$ cat config.mk
export PLATFORM = sky130hd
export DESIGN_NAME = motion_safety_fault_monitor_flat
export DESIGN_NICKNAME = d
export VERILOG_FILES = /design/src/hw/rtl/msfm_pkg.sv /design/src/hw/rtl/msfm_stream_if.sv /design/src/hw/rtl/motion_safety_fault_monitor.sv /design/src/flat_wrapper.sv
export SDC_FILE = /design/constraint.sdc
export NUM_CORES = 1
export LEC_CHECK = 0
export BUFFER_PORTS_ARGS = -buffer_cell sky130_fd_sc_hd__buf_4
export CAP_MARGIN = 15
export CORE_MARGIN = 8
export CORE_UTILIZATION = 45
export DETAILED_ROUTE_END_ITERATION = 8
export PLACE_DENSITY = 0.69
export SLEW_MARGIN = 10
export SYNTH_ARGS = -nofsm -noshare
export SYNTH_HDL_FRONTEND = slang
export SYNTH_SLANG_ARGS = --single-unit
$ cat constraint.sdc
create_clock -name clk -period 5.4 [get_ports clk]
set_input_delay 0.27 -clock clk [delete_from_list [all_inputs] [get_ports clk]]
set_output_delay 0.27 -clock clk [all_outputs]
set_load 0.005 [all_outputs]
$ cat src/hw/rtl/msfm_pkg.sv
// Types, codes and constants shared by the motion safety fault monitor.
`default_nettype none

package msfm_pkg;

    localparam int unsigned STALL_CONFIRM_DEF = 3;
    localparam int unsigned CNT_W             = 8;
    localparam int unsigned FLAG_W            = 5;
    localparam int unsigned CFG_IDX_W         = 4;
    localparam int unsigned CFG_DATA_W        = 32;

    localparam logic [1:0] OP_UPDATE = 2'd0;
    localparam logic [1:0] OP_START  = 2'd1;
    localparam logic [1:0] OP_END    = 2'd2;
    localparam logic [1:0] OP_CLEAR  = 2'd3;

    localparam int unsigned F_ENC   = 0;
    localparam int unsigned F_POS   = 1;
    localparam int unsigned F_VEL   = 2;
    localparam int unsigned F_STALL = 3;
    localparam int unsigned F_TIME  = 4;

    localparam logic [CFG_IDX_W-1:0] CFG_POSITION_MAX    = 4'd0;
    localparam logic [CFG_IDX_W-1:0] CFG_POSITION_MIN    = 4'd1;
    localparam logic [CFG_IDX_W-1:0] CFG_VELOCITY_MAX    = 4'd2;
    localparam logic [CFG_IDX_W-1:0] CFG_ADC_VALID_LOW   = 4'd3;
    localparam logic [CFG_IDX_W-1:0] CFG_ADC_VALID_HIGH  = 4'd4;
    localparam logic [CFG_IDX_W-1:0] CFG_STALL_PERIOD_MS = 4'd5;
    localparam logic [CFG_IDX_W-1:0] CFG_STALL_MIN_DELTA = 4'd6;
    localparam logic [CFG_IDX_W-1:0] CFG_MOVE_TIMEOUT_MS = 4'd7;

    typedef struct packed {
        logic [1:0]         operation;
        logic [31:0]        now_ms;
        logic signed [31:0] position;
        logic [31:0]        vel_sps;
        logic [11:0]        adc_raw;
        logic               moving;
        logic [4:0]         clear_mask;
    } msfm_in_t;

    typedef struct packed {
        logic [4:0]  active_faults;
        logic [4:0]  new_faults;
        logic [31:0] elapsed_ms;
    } msfm_out_t;

endpackage

`default_nettype wire

$ cat src/hw/rtl/msfm_stream_if.sv
// Valid/ready stream interface carrying one payload per transfer.
`default_nettype none

interface msfm_stream_if #(
    parameter type payload_t = logic
);
    logic     valid;
    logic     ready;
    payload_t data;

    modport source (output valid, output data, input ready);
    modport sink   (input valid, input data, output ready);
endinterface

`default_nettype wire

$ cat src/hw/rtl/motion_safety_fault_monitor.sv
// Motion safety fault monitor: sample checks, stall detection and movement timeout.
//
// Usage:
//   sample : input stream of operations (update, movement start, movement end,
//            clear) with a millisecond timestamp and the motion readings.
//   result : one transfer per sample with the five fault flags, the newly
//            raised faults and the elapsed movement time.
//   cfg_*  : write-only register port (cfg_we, cfg_index, cfg_data); write
//            only while the monitor is idle. Indices above seven are ignored.
// Pipeline: a sample is held in the input register, then its result in the
//   result register, from which it is offered on result.
// Throughput: one sample per cycle while result is not held; the fault state
//   is updated as each sample leaves the input register, so the next sample sees it at once.
// Reset: all fault state clears and the registers return to their defaults
//   (open position and speed limits, full ADC window, 100 ms stall period,
//   minimum delta 1, 30000 ms timeout).
// Stall: while result is held, the input register keeps its sample and
//   sample.ready drops once it is full; nothing is lost or repeated.
`default_nettype none

module motion_safety_fault_monitor
    import msfm_pkg::*;
#(
    parameter int unsigned STALL_CONFIRM = STALL_CONFIRM_DEF
) (
    input  wire logic                  clk,
    input  wire logic                  rst_n,
    msfm_stream_if.sink                sample,
    msfm_stream_if.source              result,
    input  wire logic                  cfg_we,
    input  wire logic [CFG_IDX_W-1:0]  cfg_index,
    input  wire logic [CFG_DATA_W-1:0] cfg_data
);

    // configuration
    logic signed [31:0] position_max_reg;
    logic signed [31:0] position_min_reg;
    logic [31:0]        velocity_max_reg;
    logic [11:0]        adc_valid_low_reg;
    logic [11:0]        adc_valid_high_reg;
    logic [15:0]        stall_period_ms_reg;
    logic [15:0]        stall_min_delta_reg;
    logic [31:0]        move_timeout_ms_reg;

    // fault state
    logic [FLAG_W-1:0]  flags_reg,              flags_next;
    logic [CNT_W-1:0]   stall_counter_reg,      stall_counter_next;
    logic signed [31:0] stall_ref_position_reg, stall_ref_position_next;
    logic [31:0]        stall_check_time_reg,   stall_check_time_next;
    logic [31:0]        move_start_time_reg,    move_start_time_next;
    logic               move_active_reg,        move_active_next;

    // pipeline
    logic      in_valid_reg;
    msfm_in_t  in_data_reg;
    logic      out_valid_reg;
    msfm_out_t out_data_reg;
    logic      advance;

    // datapath
    logic               enc_bad;
    logic               pos_bad;
    logic               vel_bad;
    logic [31:0]        since_check;
    logic               check_due;
    logic signed [32:0] pos_diff;
    logic signed [32:0] delta_pos;
    logic signed [32:0] delta_neg;
    logic               no_progress;
    logic [CNT_W-1:0]   counter_inc;
    logic               stall_confirmed;
    logic [31:0]        elapsed;
    logic               timed_out;

    assign advance      = in_valid_reg && (!out_valid_reg || result.ready);
    assign sample.ready = !in_valid_reg || advance;
    assign result.valid = out_valid_reg;
    assign result.data  = out_data_reg;

    always_ff @(posedge clk or negedge rst_n)
    begin
        if (!rst_n)
        begin
            in_valid_reg  <= 1'b0;
            out_valid_reg <= 1'b0;
        end
        else
        begin
            if (sample.ready)
            begin
                in_valid_reg <= sample.valid;
            end
            if (advance)
            begin
                out_valid_reg <= 1'b1;
            end
            else if (result.ready)
            begin
                out_valid_reg <= 1'b0;
            end
        end
    end

    // elapsed time is reported against the start time after this item
    always_ff @(posedge clk)
    begin
        if (sample.valid && sample.ready)
        begin
            in_data_reg <= sample.data;
        end
        if (advance)
        begin
            out_data_reg.active_faults <= flags_next;
            out_data_reg.new_faults    <= flags_next & ~flags_reg;
            out_data_reg.elapsed_ms    <= in_data_reg.now_ms - move_start_time_next;
        end
    end

    always_ff @(posedge clk or negedge rst_n)
    begin
        if (!rst_n)
        begin
            position_max_reg    <= 32'sh7FFF_FFFF;
            position_min_reg    <= 32'sh8000_0000;
            velocity_max_reg    <= 32'hFFFF_FFFF;
            adc_valid_low_reg   <= 12'd0;
            adc_valid_high_reg  <= 12'd4095;
            stall_period_ms_reg <= 16'd100;
            stall_min_delta_reg <= 16'd1;
            move_timeout_ms_reg <= 32'd30000;
        end
        else if (cfg_we)
        begin
            case (cfg_index)
                CFG_POSITION_MAX:    position_max_reg    <= $signed(cfg_data[31:0]);
                CFG_POSITION_MIN:    position_min_reg    <= $signed(cfg_data[31:0]);
                CFG_VELOCITY_MAX:    velocity_max_reg    <= cfg_data[31:0];
                CFG_ADC_VALID_LOW:   adc_valid_low_reg   <= cfg_data[11:0];
                CFG_ADC_VALID_HIGH:  adc_valid_high_reg  <= cfg_data[11:0];
                CFG_STALL_PERIOD_MS: stall_period_ms_reg <= cfg_data[15:0];
                CFG_STALL_MIN_DELTA: stall_min_delta_reg <= cfg_data[15:0];
                CFG_MOVE_TIMEOUT_MS: move_timeout_ms_reg <= cfg_data[31:0];
                default: ;
            endcase
        end
    end

    // checks on the registered sample
    assign enc_bad = (in_data_reg.adc_raw < adc_valid_low_reg)
                  || (in_data_reg.adc_raw > adc_valid_high_reg);
    assign pos_bad = (in_data_reg.position > position_max_reg)
                  || (in_data_reg.position < position_min_reg);
    assign vel_bad = in_data_reg.vel_sps > velocity_max_reg;

    assign since_check = in_data_reg.now_ms - stall_check_time_reg;
    assign check_due   = since_check >= {16'd0, stall_period_ms_reg};

    // exact movement since reference; |diff| < delta as a window test
    assign pos_diff    = {in_data_reg.position[31], in_data_reg.position}
                       - {stall_ref_position_reg[31], stall_ref_position_reg};
    assign delta_pos   = $signed({17'd0, stall_min_delta_reg});
    assign delta_neg   = -delta_pos;
    assign no_progress = (pos_diff < delta_pos) && (pos_diff > delta_neg);

    assign counter_inc     = (stall_counter_reg == {CNT_W{1'b1}})
                           ? stall_counter_reg : stall_counter_reg + CNT_W'(1);
    assign stall_confirmed = counter_inc >= CNT_W'(STALL_CONFIRM);

    assign elapsed   = in_data_reg.now_ms - move_start_time_reg;
    assign timed_out = move_active_reg && in_data_reg.moving
                    && (elapsed > move_timeout_ms_reg);

    always_comb
    begin
        flags_next              = flags_reg;
        stall_counter_next      = stall_counter_reg;
        stall_ref_position_next = stall_ref_position_reg;
        stall_check_time_next   = stall_check_time_reg;
        move_start_time_next    = move_start_time_reg;
        move_active_next        = move_active_reg;
        case (in_data_reg.operation)
            OP_UPDATE:
            begin
                flags_next[F_ENC] = enc_bad;
                flags_next[F_POS] = pos_bad;
                flags_next[F_VEL] = vel_bad;
                if (in_data_reg.moving)
                begin
                    if (check_due)
                    begin
                        if (no_progress)
                        begin
                            stall_counter_next = counter_inc;
                            if (stall_confirmed)
                            begin
                                flags_next[F_STALL] = 1'b1;
                            end
                        end
                        else
                        begin
                            stall_counter_next  = '0;
                            flags_next[F_STALL] = 1'b0;
                        end
                        stall_ref_position_next = in_data_reg.position;
                        stall_check_time_next   = in_data_reg.now_ms;
                    end
                end
                else
                begin
                    stall_counter_next  = '0;
                    flags_next[F_STALL] = 1'b0;
                end
                if (timed_out)
                begin
                    flags_next[F_TIME] = 1'b1;
                end
            end
            OP_START:
            begin
                move_active_next        = 1'b1;
                move_start_time_next    = in_data_reg.now_ms;
                stall_ref_position_next = in_data_reg.position;
                stall_check_time_next   = in_data_reg.now_ms;
                stall_counter_next      = '0;
                flags_next[F_TIME]      = 1'b0;
            end
            OP_END:
            begin
                move_active_next    = 1'b0;
                stall_counter_next  = '0;
                flags_next[F_TIME]  = 1'b0;
                flags_next[F_STALL] = 1'b0;
            end
            default:
            begin
                flags_next = flags_reg & ~in_data_reg.clear_mask;
            end
        endcase
    end

    always_ff @(posedge clk or negedge rst_n)
    begin
        if (!rst_n)
        begin
            flags_reg              <= '0;
            stall_counter_reg      <= '0;
            stall_ref_position_reg <= '0;
            stall_check_time_reg   <= '0;
            move_start_time_reg    <= '0;
            move_active_reg        <= 1'b0;
        end
        else if (advance)
        begin
            flags_reg              <= flags_next;
            stall_counter_reg      <= stall_counter_next;
            stall_ref_position_reg <= stall_ref_position_next;
            stall_check_time_reg   <= stall_check_time_next;
            move_start_time_reg    <= move_start_time_next;
            move_active_reg        <= move_active_next;
        end
    end

    // newly raised faults are always among the reported flags
    assert property (@(posedge clk) disable iff (!rst_n)
        out_valid_reg |-> ((out_data_reg.new_faults & ~out_data_reg.active_faults) == '0))
        else $error("new_faults not a subset of active_faults");

    assert property (@(posedge clk) disable iff (!rst_n)
        (advance && in_data_reg.operation == OP_END)
            |=> (!flags_reg[F_STALL] && !flags_reg[F_TIME] && !move_active_reg))
        else $error("movement end left stall, timeout or movement armed");

    assert property (@(posedge clk) disable iff (!rst_n)
        (advance && in_data_reg.operation == OP_START)
            |=> (move_active_reg && stall_counter_reg == '0 && !flags_reg[F_TIME]))
        else $error("movement start did not arm monitoring");

    // a full input register that cannot drain must hold off new transfers
    assert property (@(posedge clk) disable iff (!rst_n)
        (in_valid_reg && !advance) |-> !sample.ready)
        else $error("sample accepted while input register blocked");

endmodule

`default_nettype wire

$ cat src/flat_wrapper.sv
// flat-port wrapper written by rule: the top's interface ports become plain ports
module motion_safety_fault_monitor_flat import msfm_pkg::*;
#(
    parameter int unsigned STALL_CONFIRM = STALL_CONFIRM_DEF
)
  (clk, rst_n, cfg_we, cfg_index, cfg_data, sample_valid, sample_data, sample_ready, result_valid, result_data, result_ready);
  msfm_stream_if #(.payload_t(msfm_in_t)) sample_i ();
  msfm_stream_if #(.payload_t(msfm_out_t)) result_i ();
  input  wire logic clk;
  input  wire logic rst_n;
  input  wire logic cfg_we;
  input  wire logic [CFG_IDX_W-1:0] cfg_index;
  input  wire logic [CFG_DATA_W-1:0] cfg_data;
  input wire logic [$bits(sample_i.valid)-1:0] sample_valid;
  input wire logic [$bits(sample_i.data)-1:0] sample_data;
  output wire logic [$bits(sample_i.ready)-1:0] sample_ready;
  output wire logic [$bits(result_i.valid)-1:0] result_valid;
  output wire logic [$bits(result_i.data)-1:0] result_data;
  input wire logic [$bits(result_i.ready)-1:0] result_ready;
  assign sample_i.valid = sample_valid;
  assign sample_i.data = sample_data;
  assign sample_ready = sample_i.ready;
  assign result_valid = result_i.valid;
  assign result_data = result_i.data;
  assign result_i.ready = result_ready;
  motion_safety_fault_monitor #(.STALL_CONFIRM(STALL_CONFIRM)) u_core (.clk(clk), .rst_n(rst_n), .sample(sample_i), .result(result_i), .cfg_we(cfg_we), .cfg_index(cfg_index), .cfg_data(cfg_data));
endmodule
==> impl_results.md <==
* Transition at the pin with the smallest max-transition slack at 0.913 ns
* Number of clock sinks at between 400 and 500
* Number of cell rows at 93
* Mapped cell area at 0.0288 mm^2
* Critical Path Start Type: flop
* Average wire per cell in the routed design at 18.0 um
* Tot GR Track Use at 19.8%
* Peak fanout along the critical path at 5
* Data required time at the worst endpoint at 5.87 ns
* Crit Reg-Reg Startpoint: u_core.stall_ref_position_reg[1]
* Setup CP Type: flop to flop
* Post-synthesis sequential area ratio at 42.5%
* Result of the run: finished clean
* Chip Height at 269 um
* Post-detailed-placement half-perimeter wirelength at 54500 um
* Hold Violations, Final at 0
* Proportion of netlist area held by the largest area contributor at 18.1%
* Worst reg-to-reg path cell count at 23
* Cells traversed along the worst timing path: inv_2 -> ha_1 -> nor2b_4 -> o31a_1 -> buf_4 -> o31ai_2 -> a311oi_2 -> a31o_2 -> or4_1 -> nand4_1 -> ha_1 -> nand3_1 -> or4_1 -> a31oi_1 -> a2111oi_0 -> a31oi_1 -> nor3_1 -> o21ai_0 -> a21oi_1 -> a31oi_2 -> o21ai_2 -> nor4_2 -> nor2b_1
* Detailed-route via count at 22.1k
* Number of CTS-inserted buffers at 54
* Post-Syn Area per Cell at 10.3 um^2
* Cell at the root of the clock tree: clkbuf_16
* Finished layout cell area at 0.0352 mm^2
* Boundary pin count at 201
* Sw Ratio at 35.7%
* Path type of the worst min-delay path: primary input to flop
* Initial antenna violation count at 3
* Simple logic cell fraction of the synthesized area at 10.8%
* Total of endpoints with negative setup slack in the final report at 0
* Synth Warn # at 0
* Number of inserted filler cells in the final layout at 5550
* Via density per instance at 5.36
* Combinational family with the most area after synthesis: adder cells
* Flip-flop and latch count after synthesis at 454
* Die Footprint at just over 0.07 mm^2
* Count of H-tree levels built during CTS at 2
* Hold wc startpoint: cfg_data[7]
* Latest clock arrival within the worst-skew pair at 0.61 ns
* Cell family with the largest share of critical-path delay: compound AO/OA/AOI/OAI gates
* Number of distinct library cells after synthesis at 82
* Post-DRT Antenna Nets at 0
* Kind of end point of the critical path: flop
* Synth Area in XOR/XNOR at slightly above 3%
* Post-Route Skew at 0.0189 ns
* TritonCTS clock tree: done
* Worst rel slew slack at 38.9%
* Cell internal pwr at 9.46 mW
* Hold_ws at 0.0473 ns
* Global-route wire length before repair at 118000 um
* Async SR Flop Fraction at 65.2%
* Sum Neg Setup Slack at 0 ns
* Post-place setup slack at -0.000802 ns
* Switching component of the power at 5.26 mW
* Flop-to-flop setup slack at between 0.15 and 0.2 ns
* Final weighted congestion of routability-driven global placement at 0.908
* Initial core utilization at 45.2%
* Largest net degree at the start of global routing at 139
* Cell leakage power at 15.8 nW
* Achievable clock frequency at 0.191 GHz
* RSZ-0062 raised after global routing: true
* Total power divided by cell area at 418 mW/mm^2
* Final standard cell utilization of the core at 55.1%
* Routed WL at 73900 um
* GRT Residual Overflow at 0
* Relative contribution of sequential cells to total power at between 30 and 40%
* Syn Nets at ~3.3k
* Crit. Startpoint: u_core.stall_ref_position_reg[1]
* Maximum single-stage delay on the critical path at roughly 0.54 ns
* Min-Delay Endpoint: u_core.move_timeout_ms_reg[7]
* Die Width at 269 um
* Largest register FFs at 116
* Share of power burned in combinational logic at 42.1%
* Min-Delay Path Depth at 3
* Post-Synthesis Cells at 2812
* Number of flops mapped to enable cells by yosys at 158
* Remaining routing DRC violations at 0
* Most used flip-flop cell after synthesis: dfrtp_1
* Placeable Area at 0.0639 mm^2
* Post-layout net count at 3721
* Cell with the largest stage delay on the worst path: or4_1
* Synth top area cells: dfrtp_1 18%, edfxtp_1 16%, ha_1 15%
* Area fraction in compound gates after synthesis at 15.1%
* Number of global-route vias before repair at 22.3k
* P&R area growth vs syn at 22.0%
* Final critical-path share of the clock period at 97.1%
* Period minus WS final at between 5 and 6 ns
* Clock slew at the register clock pins of the worst setup and hold paths at 0.06 ns
* Ratio of cells with drive above 1 in the final layout at 18.9%
* Final slew viol count at 0
* Buffer depth of the longest clock path at 3
* Share of cell area taken by muxes after synthesis at 8.16%
* Post-synthesis adder-cell area fraction at roughly 15%
* Worst r2r dst: u_core.result.data[35]
* Post-detailed-placement cell area at 0.0315 mm^2
* Buffering stage count on the worst path with inverters included at 2
* Minimum setup slack in the final design at 0.155 ns
* PortBufs at 200
* Drt first pass iters at 5
* Library cell with the largest summed area after synthesis: dfrtp_1
* Max-capacitance violation count at 0
* IR Drop Worst-Case VDD at around 260 uV
* Relative contribution of the clock network to total power at 25.1%
* Iter 0 DRT Violations at about 1.2k
* Arrival time worst endpoint at 5.72 ns
-- cell families (layout without fill, tap and decap cells) --
group,count (synthesis),after routing
AOI/OAI and AO/OA,684,684
xor gates and xnor gates,100,100
adders and majority gates,349,349
buffers and inverters,387,834
DFF,454,454
muxes,213,213
other,0,1
and+or+nand+nor,625,625
-- cell type report --
cell class | count | area, um^2 | share of cell area (%)
Multi-Input combinational cell | 1971 | 15300 | 43.6
Sequential cell | 454 | 12300 | 34.8
Timing Repair Buffer | 408 | 3520 | 10.0
Clock buffer | 74 | 1480 | 4.20
Inverter | 326 | 1220 | 3.48
Tap cell | 855 | 1070 | 3.04
Clock inverter | 26 | 293 | 0.832
Antenna cell | 1 | 2.50 | 0.00711
-- worst max path at each step --
stage | to | slack [ns] | depth (start not counted)
3_3_place_gp | u_core.result.data[35] | 0.1 | 25
3_5_place_dp | u_core.stall_ref_position_reg[4] | -0.0008 | 23
4_1_cts | u_core.result.data[35] | -0.01 | 25
2_1_floorplan | u_core.stall_check_time_reg[0] | 0.44 | 19
6_report | u_core.result.data[35] | 0.15 | 23
5_1_grt | u_core.stall_counter_reg[2] | -0.1 | 26
-- through the flow --
stage	cells	total power [mW]
after floorplan	2812	9.11
after global placement	3843	10.6
after detailed placement	3843	10.8
after CTS	4095	14.6
after global routing	4115	15.8
final	4115	14.7
-- cell usage after synthesis (50+ instances only) --
master and count:
a21o_1 92, inv_1 325, mux2_2 118, xnor2_1 75, clkbuf_1 50, o21ai_0 208
mux2_1 59, nor2_1 103, dfrtp_1 209, a21oi_1 155, edfxtp_1 158, nand2_1 204
ha_1 345, dfstp_2 87
-- layout by cell type, fill, tap and decap left out, types with 102 or more instances in the layout --
cell / synthesis / final
a21oi_1: 155 / 148
dlygate4sd3_1: 0 / 151
o21ai_0: 208 / 201
nor2_1: 103 / 102
nand2_1: 204 / 203
mux2_2: 118 / 118
dfrtp_1: 209 / 209
ha_1: 345 / 343
edfxtp_1: 158 / 158
inv_1: 325 / 323
buf_4: 0 / 250
-- routing by layer --
metal / track usage (%) / share of wire (%)
met1: 26.5 / 46
met2: 33.2 / 47
met3: 2.89 / 4.3
met4: 5.92 / 2.8
met5: 0 / 0
-- worst register-to-register path, cell delays in order, from the launching register on --
cell       delay (ns)
dfrtp_1          0.35
inv_2            0.05
ha_1             0.29
nor2b_4          0.13
o31a_1           0.32
buf_4            0.15
o31ai_2          0.24
a311oi_2         0.18
a31o_2           0.32
or4_1            0.42
nand4_1          0.15
ha_1             0.17
nand3_1          0.12
or4_1            0.54
a31oi_1          0.23
a2111oi_0        0.12
a31oi_1          0.20
nor3_1           0.08
o21ai_0          0.17
a21oi_1          0.10
a31oi_2          0.26
o21ai_2          0.14
nor4_2           0.26
nor2b_1          0.16
-- power groups by stage --
stage	sequential (mW)	combinational, mW	clock, mW
after detailed placement	4.87	5.88	0
after CTS	4.82	6.03	3.79
after global placement	4.85	5.78	0
after global routing	4.91	7.00	3.91
final	4.82	6.20	3.69
after floorplan	4.76	4.35	0
-- repair_timing --
action	4_1_cts	5_1_grt
hold buffers	151	0
hold endpoints to repair	318	0
setup endpoints to repair	42	78
pin swaps	1	35
gates cloned	0	1
gates resized for setup	1	58
setup buffers	1	18
No activity file was read; power rests on OpenSTA's default activity.
